### src/sv/nfps_pkg.sv
// ---------------------------------------------------------------------------
// Newton fractal solver package
// Shared codes, limits and the command and status types that join the
// controller and the datapath.
// ---------------------------------------------------------------------------
package nfps_pkg;

  // Fixed number formats.
  localparam int MUL_W   = 32;   // multiplier operand width
  localparam int SQ_W    = 65;   // exact sum of two 64-bit squares
  localparam int DEN_W   = 64;   // divisor width
  localparam int QUO_W   = 60;   // internal quotient register
  localparam int CAP_W   = 59;   // saturated quotient width
  localparam int NUM_W   = 47;   // weight magnitude times part magnitude
  localparam int NORM_W  = 31;   // normalized parts stay below 2^31
  localparam int SMALL_W = 16;   // step parts below 2^16 are checked for tolerance
  localparam int WEIGHT_FRAC = 12;

  // Per part saturation limits of the two divisions.
  localparam logic [CAP_W-1:0] TERM_CAP = (CAP_W'(1) << 58) - CAP_W'(1);
  localparam logic [CAP_W-1:0] STEP_CAP = CAP_W'(1) << 40;

  // Configuration register indexes.
  localparam logic [1:0] CFG_ITERATION_LIMIT = 2'd0;
  localparam logic [1:0] CFG_ZERO_COUNT      = 2'd1;
  localparam logic [1:0] CFG_TOLERANCE_SQ    = 2'd2;

  // Reset values of the configuration registers.
  localparam logic [7:0]  RESET_ITERATION_LIMIT = 8'd50;
  localparam logic [2:0]  RESET_ZERO_COUNT      = 3'd3;
  localparam logic [31:0] RESET_TOLERANCE_SQ    = 32'd72058;

  // Datapath operations.
  typedef logic [4:0] dp_op_t;
  localparam dp_op_t DP_NOP        = 5'd0;
  localparam dp_op_t DP_LOAD       = 5'd1;
  localparam dp_op_t DP_INIT       = 5'd2;
  localparam dp_op_t DP_ITER       = 5'd3;
  localparam dp_op_t DP_DIFF       = 5'd4;
  localparam dp_op_t DP_TNORM      = 5'd5;
  localparam dp_op_t DP_NMAG       = 5'd6;
  localparam dp_op_t DP_SQ_RE      = 5'd7;
  localparam dp_op_t DP_SQ_IM      = 5'd8;
  localparam dp_op_t DP_NUM_RE     = 5'd9;
  localparam dp_op_t DP_NUM_IM     = 5'd10;
  localparam dp_op_t DP_TDIV       = 5'd11;
  localparam dp_op_t DP_TACC       = 5'd12;
  localparam dp_op_t DP_SNORM_INIT = 5'd13;
  localparam dp_op_t DP_SNORM_STEP = 5'd14;
  localparam dp_op_t DP_PDIV       = 5'd15;
  localparam dp_op_t DP_UPDATE     = 5'd16;
  localparam dp_op_t DP_NCMP       = 5'd17;
  localparam dp_op_t DP_OUT        = 5'd18;

  typedef struct packed {
    dp_op_t     op;
    logic [7:0] iterations;
  } dp_cmd_t;

  typedef struct packed {
    logic diff_zero;   // z equals the selected zero
    logic sum_zero;    // the weighted sum is zero
    logic norm_ok;     // sum parts are normalized
    logic div_done;    // divider finished this cycle
    logic small_step;  // both step parts below 2^16
    logic below_tol;   // squared step below the tolerance
  } dp_status_t;

endpackage

### src/sv/nfps_control.sv
// ---------------------------------------------------------------------------
// Newton fractal solver controller
// Sequences loads, the per zero term loop, the step division, the stop
// tests and the nearest zero search.
// ---------------------------------------------------------------------------
module nfps_control #(
  parameter int MAX_ZEROS = 4,
  localparam int IW = (MAX_ZEROS > 1) ? $clog2(MAX_ZEROS) : 1
) (
  input  logic                 clk,
  input  logic                 rst,
  input  logic                 start,
  input  logic                 operation,
  output logic                 busy,
  input  logic [7:0]           iteration_limit,
  input  logic [2:0]           zero_count,
  output nfps_pkg::dp_cmd_t    cmd,
  output logic [IW-1:0]        idx,
  input  nfps_pkg::dp_status_t status
);
  import nfps_pkg::*;

  localparam int KW = $clog2(MAX_ZEROS + 1);

  localparam logic [4:0] S_IDLE  = 5'd0;
  localparam logic [4:0] S_ITER  = 5'd1;
  localparam logic [4:0] S_TDIFF = 5'd2;
  localparam logic [4:0] S_TNORM = 5'd3;
  localparam logic [4:0] S_TSQR  = 5'd4;
  localparam logic [4:0] S_TSQI  = 5'd5;
  localparam logic [4:0] S_TNUMR = 5'd6;
  localparam logic [4:0] S_TNUMI = 5'd7;
  localparam logic [4:0] S_TDIV  = 5'd8;
  localparam logic [4:0] S_TWAIT = 5'd9;
  localparam logic [4:0] S_TACC  = 5'd10;
  localparam logic [4:0] S_SCHK  = 5'd11;
  localparam logic [4:0] S_SNORM = 5'd12;
  localparam logic [4:0] S_PSQR  = 5'd13;
  localparam logic [4:0] S_PSQI  = 5'd14;
  localparam logic [4:0] S_PDIV  = 5'd15;
  localparam logic [4:0] S_PWAIT = 5'd16;
  localparam logic [4:0] S_UPD   = 5'd17;
  localparam logic [4:0] S_UCHK  = 5'd18;
  localparam logic [4:0] S_ESQR  = 5'd19;
  localparam logic [4:0] S_ESQI  = 5'd20;
  localparam logic [4:0] S_ECHK  = 5'd21;
  localparam logic [4:0] S_NDIFF = 5'd22;
  localparam logic [4:0] S_NMAG  = 5'd23;
  localparam logic [4:0] S_NSQR  = 5'd24;
  localparam logic [4:0] S_NSQI  = 5'd25;
  localparam logic [4:0] S_NCMP  = 5'd26;
  localparam logic [4:0] S_OUT   = 5'd27;

  logic [4:0]    state, state_next;
  logic [KW-1:0] k, k_next;
  logic [7:0]    iter, iter_next;
  logic [7:0]    limit_eff;
  logic [KW-1:0] count_eff;
  logic [KW-1:0] k_inc;

  // Limits with the out of range values folded in.
  always_comb begin
    limit_eff = (iteration_limit == 8'd0) ? 8'd1 : iteration_limit;
    if (zero_count == 3'd0) count_eff = KW'(1);
    else if (int'(zero_count) > MAX_ZEROS) count_eff = KW'(MAX_ZEROS);
    else count_eff = KW'(zero_count);
    k_inc = k + KW'(1);
  end

  // Next state and datapath command.
  always_comb begin
    state_next = state;
    k_next     = k;
    iter_next  = iter;
    cmd.op     = DP_NOP;
    unique case (state)
      S_IDLE: begin
        if (start) begin
          if (operation) begin
            cmd.op = DP_LOAD;
          end else begin
            cmd.op     = DP_INIT;
            iter_next  = 8'd0;
            state_next = S_ITER;
          end
        end
      end
      S_ITER: begin
        cmd.op     = DP_ITER;
        iter_next  = iter + 8'd1;
        k_next     = '0;
        state_next = S_TDIFF;
      end
      S_TDIFF: begin
        cmd.op     = DP_DIFF;
        state_next = S_TNORM;
      end
      S_TNORM: begin
        // An exact hit ends the iteration with z unchanged.
        cmd.op = DP_TNORM;
        if (status.diff_zero) begin
          k_next     = '0;
          state_next = S_NDIFF;
        end else begin
          state_next = S_TSQR;
        end
      end
      S_TSQR: begin
        cmd.op     = DP_SQ_RE;
        state_next = S_TSQI;
      end
      S_TSQI: begin
        cmd.op     = DP_SQ_IM;
        state_next = S_TNUMR;
      end
      S_TNUMR: begin
        cmd.op     = DP_NUM_RE;
        state_next = S_TNUMI;
      end
      S_TNUMI: begin
        cmd.op     = DP_NUM_IM;
        state_next = S_TDIV;
      end
      S_TDIV: begin
        cmd.op     = DP_TDIV;
        state_next = S_TWAIT;
      end
      S_TWAIT: begin
        if (status.div_done) state_next = S_TACC;
      end
      S_TACC: begin
        cmd.op = DP_TACC;
        k_next = k_inc;
        state_next = (k_inc == count_eff) ? S_SCHK : S_TDIFF;
      end
      S_SCHK: begin
        if (status.sum_zero) begin
          k_next     = '0;
          state_next = S_NDIFF;
        end else begin
          cmd.op     = DP_SNORM_INIT;
          state_next = S_SNORM;
        end
      end
      S_SNORM: begin
        if (status.norm_ok) state_next = S_PSQR;
        else cmd.op = DP_SNORM_STEP;
      end
      S_PSQR: begin
        cmd.op     = DP_SQ_RE;
        state_next = S_PSQI;
      end
      S_PSQI: begin
        cmd.op     = DP_SQ_IM;
        state_next = S_PDIV;
      end
      S_PDIV: begin
        cmd.op     = DP_PDIV;
        state_next = S_PWAIT;
      end
      S_PWAIT: begin
        if (status.div_done) state_next = S_UPD;
      end
      S_UPD: begin
        cmd.op     = DP_UPDATE;
        state_next = S_UCHK;
      end
      S_UCHK: begin
        if (iter >= limit_eff) begin
          k_next     = '0;
          state_next = S_NDIFF;
        end else if (status.small_step) begin
          state_next = S_ESQR;
        end else begin
          state_next = S_ITER;
        end
      end
      S_ESQR: begin
        cmd.op     = DP_SQ_RE;
        state_next = S_ESQI;
      end
      S_ESQI: begin
        cmd.op     = DP_SQ_IM;
        state_next = S_ECHK;
      end
      S_ECHK: begin
        if (status.below_tol) begin
          k_next     = '0;
          state_next = S_NDIFF;
        end else begin
          state_next = S_ITER;
        end
      end
      S_NDIFF: begin
        cmd.op     = DP_DIFF;
        state_next = S_NMAG;
      end
      S_NMAG: begin
        cmd.op     = DP_NMAG;
        state_next = S_NSQR;
      end
      S_NSQR: begin
        cmd.op     = DP_SQ_RE;
        state_next = S_NSQI;
      end
      S_NSQI: begin
        cmd.op     = DP_SQ_IM;
        state_next = S_NCMP;
      end
      S_NCMP: begin
        cmd.op = DP_NCMP;
        k_next = k_inc;
        state_next = (k_inc == count_eff) ? S_OUT : S_NDIFF;
      end
      S_OUT: begin
        cmd.op     = DP_OUT;
        state_next = S_IDLE;
      end
      default: state_next = S_IDLE;
    endcase
    cmd.iterations = iter;
  end

  // State registers.
  always_ff @(posedge clk) begin
    if (rst) begin
      state <= S_IDLE;
      k     <= '0;
      iter  <= 8'd0;
    end else begin
      state <= state_next;
      k     <= k_next;
      iter  <= iter_next;
    end
  end

  assign busy = state != S_IDLE;
  assign idx  = k[IW-1:0];

endmodule

### config.mk
export PLATFORM = sky130hd
export DESIGN_NAME = nfps_control
export DESIGN_NICKNAME = d
export VERILOG_FILES = /design/src/sv/nfps_pkg.sv /design/src/sv/nfps_control.sv
export SDC_FILE = /design/constraint.sdc
export NUM_CORES = 1
export LEC_CHECK = 0
export ABC_AREA = 0
export BUFFER_PORTS_ARGS = -buffer_cell sky130_fd_sc_hd__buf_2
export CAP_MARGIN = 20
export CORE_ASPECT_RATIO = 1.2
export CORE_MARGIN = 2
export CORE_UTILIZATION = 50
export CTS_CLUSTER_SIZE = 10
export DETAILED_ROUTE_END_ITERATION = 10
export HOLD_SLACK_MARGIN = 0.12
export PLACE_DENSITY = 0.78
export REMOVE_ABC_BUFFERS = 1
export SLEW_MARGIN = 20
export SYNTH_ARGS = -nofsm -noshare
export SYNTH_HDL_FRONTEND = slang
export SYNTH_SLANG_ARGS = --single-unit
### constraint.sdc
create_clock -name clk -period 3.2 [get_ports clk]
set_clock_uncertainty 0.2 [all_clocks]
set_input_delay 0.32 -clock clk [delete_from_list [all_inputs] [get_ports clk]]
set_output_delay 0.32 -clock clk [all_outputs]
set_load 0.01 [all_outputs]
==> impl_metrics.json <==
{
  "status": "complete, no violations",
  "routed_wl_microns": 4000,
  "route.detailed.drc": 0,
  "grt_use_met2_pct": 37.9,
  "p_leak_nw": 0.734,
  "drt-initial-drc-count": 102,
  "std_cell_rows": 22,
  "die_h_microns": 65.9,
  "max_freq_mhz": 354,
  "ys_ff_latch": 16,
  "ys_warn_count": 0,
  "synth_edf_count": 0,
  "port_buffers": 36,
  "wl_per_cell_microns": 14.1,
  "grt-ovfl-total": 0,
  "seq_area_sq_um": 320,
  "worst_skew_pair.late_latency_ps": 290,
  "syn_area_sq_um": 1600,
  "placed_cells": 279,
  "vias": 1773,
  "critPathMaxFanout": 23,
  "antenna_found_initial": 0,
  "synthCells": 216,
  "avgViaCountPerCell": 6.27,
  "final_cells": 283,
  "clock_path_buffers": 2,
  "synth.area.mux_share_pct": 0.627,
  "syn_to_final_growth_pct": 13.6,
  "n_antenna_cell": 0,
  "synth_ff_type": "dfxtp_1",
  "synth_cell_types": 58,
  "synth_compound_area_share_pct": 34.0,
  "syn_area_per_cell_sq_um": 7.39,
  "die_w_microns": 55.6,
  "drive_above_1_share_pct": 20.2,
  "synth-adder-area-share_pct": 7.84,
  "place_congestion": 0.883,
  "synthSimpleGateAreaFrac_pct": 25.5,
  "startpoint_type": "flip-flop",
  "clk_pin_slew_ps": 90,
  "fin_nets": 279,
  "worstSetupPathType": "reg -> out",
  "max_cap_violations": 0,
  "grt_busiest_layer": "met2",
  "synthXorXnorAreaFrac_pct": 3.29,
  "fillCellCount": 307,
  "ant_nets": 0,
  "synth_top_family_by_area": "compound AO/OA/AOI/OAI gates",
  "required_ps": 2680,
  "ios": 37,
  "crit_path_end_kind": "output port",
  "met1_usage_pct": 30.8,
  "finalSetupViolCount": 0,
  "grt_max_degree": 24,
  "cts_buffers": 3,
  "grt_pass1_wl_microns": 7040,
  "multi_input_area_sq_um": 1140,
  "grt_util_all_layers_pct": 23.4,
  "hold_viol": 0,
  "cts.htree.levels": 1,
  "tightest_slew_ps": 737,
  "fin_crit_ps": 2830,
  "rsz0062_at_grt": "no",
  "start_util_pct": 52.2,
  "hold_path_class": "in -> reg",
  "cp.arrival_ps": 2310,
  "grt_util_met3_pct": 3.52,
  "cts.sinks": 16,
  "drv_slew": 0,
  "ir_worst_vdd_v": 0.000152,
  "cts_resized": 0,
  "dpl.hpwl_microns": 3130,
  "slew_headroom_pct": 50.8,
  "cts_root_buf": "clkbuf_4",
  "firstDrtPassIters": 4,
  "async_reset_ff_share_pct": 0,
  "grt_pass1_vias": 1590,
  "coreArea_sq_um": 3060,
  "setup-tns-final_ps": 0,
  "cts_tree": "built",
  "p_per_area_nw_per_um2": 271,
  "cts_hold_buf": 0,
  "cts_setup_buffers": 0,
  "fin_crit_sh_pct": 88.3,
  "synth.yosys.seq_area_share_pct": 20.1,
  "die-area_sq_um": 3660
}
## Yosys cell counts, drive strengths merged, types with 3 or more instances
cell type | n | area (sq um)
clkbuf | 3 | 11.3
a21oi | 18 | 90.1
nand4 | 3 | 18.8
a311oi | 3 | 26.3
nand3 | 7 | 35.0
a41oi | 3 | 26.3
ha | 10 | 125
buf | 10 | 62.6
nand2 | 11 | 41.3
nor2 | 22 | 85.1
nor3 | 8 | 45.0
o21ai | 14 | 70.1
and3 | 3 | 18.8
dfxtp | 16 | 320
inv | 17 | 63.8
nand2b | 8 | 50.1
a211oi | 3 | 22.5
o211ai | 6 | 45.0
xnor2 | 4 | 35.0
nor4 | 4 | 25.0
a2111oi | 5 | 62.6
## worst max-delay path, cell delays in order, from the launching register on
cell and delay, ps:
dfxtp_1 810, inv_1 200, o21ai_0 330, a21oi_1 110
or4_1 400, buf_2 150
## per-stage QoR
stage | util (%) | hold WS (ps) | cell area, sq um | total power [mW] | worst slack (ps)
6_report | 59.3 | 160 | 1810 | 0.491 | 373
3_3_place_gp | 58.1 | 287 | 1780 | 0.359 | 512
2_1_floorplan | - | 189 | 1520 | 0.306 | 765
3_5_place_dp | 58.1 | 302 | 1780 | 0.360 | 439
5_1_grt | 59.3 | 155 | 1810 | 0.522 | 230
4_1_cts | 59.3 | 148 | 1810 | 0.494 | 396
## where the power goes
part	switching, mW	total, mW	leakage (nW)	internal [mW]
Combinational	0.0844	0.145	0.584	0.0610
Sequential	0.00775	0.211	0.129	0.204
Clock	0.0652	0.135	0.0210	0.0694
Total	0.157	0.491	0.734	0.334
## worst paths after layout
kind	start	end	slack (ps)	cells after the start
max reg2reg	iter[0]	state[0]	850	7
min reg2reg	k[1]	k[1]	310	2
min	status[2]	state[0]	160	3
max	state[3]	cmd[9]	370	5
## kinds of logic after synthesis
family / after synthesis
and+or+nand+nor: 77
AOI/OAI and AO/OA: 76
buffers and inverters: 30
DFF: 16
adders and majority gates: 10
xor gates and xnor gates: 6
muxes: 1
## state kept, by name, summed over array words and instances (netlist names)
name,flops
iter,8
k,3
state,5
## placed cells by master, fill, tap and decap left out, drive strengths merged, types with 2 or more instances in the layout
master    n
buf      40
nor2     22
a21oi    18
inv      17
dfxtp    16
o21ai    14
nand2    11
ha       10
nand2b    8
nor3      8
nand3     7
o211ai    6
a2111oi   5
nor4      4
xnor2     4
clkbuf    4
a211oi    3
and3      3
nand4     3
a311oi    3
a41oi     3
nor2b     2
o22ai     2
a22o      2
a31oi     2
or4       2
xor2      2
a22oi     2
o31ai     2
## area by class of cell
class | count | share of cell area [%]
multi-input combinational | 170 | 62.7
sequential | 16 | 17.7
timing repair buffer | 40 | 11.6
inverter | 17 | 3.52
tap | 36 | 2.48
clock buffer | 4 | 2.00
## per-layer routing
| layer | part of all wire (%) | vias up |
|---|---|---|
| li1 | - | 883 |
| met1 | 45 | 806 |
| met2 | 46 | 71 |
| met3 | 6.2 | 13 |
| met4 | 2.8 | 0 |
| met5 | 0 | - |
No activity file was read; power rests on OpenSTA's default activity.
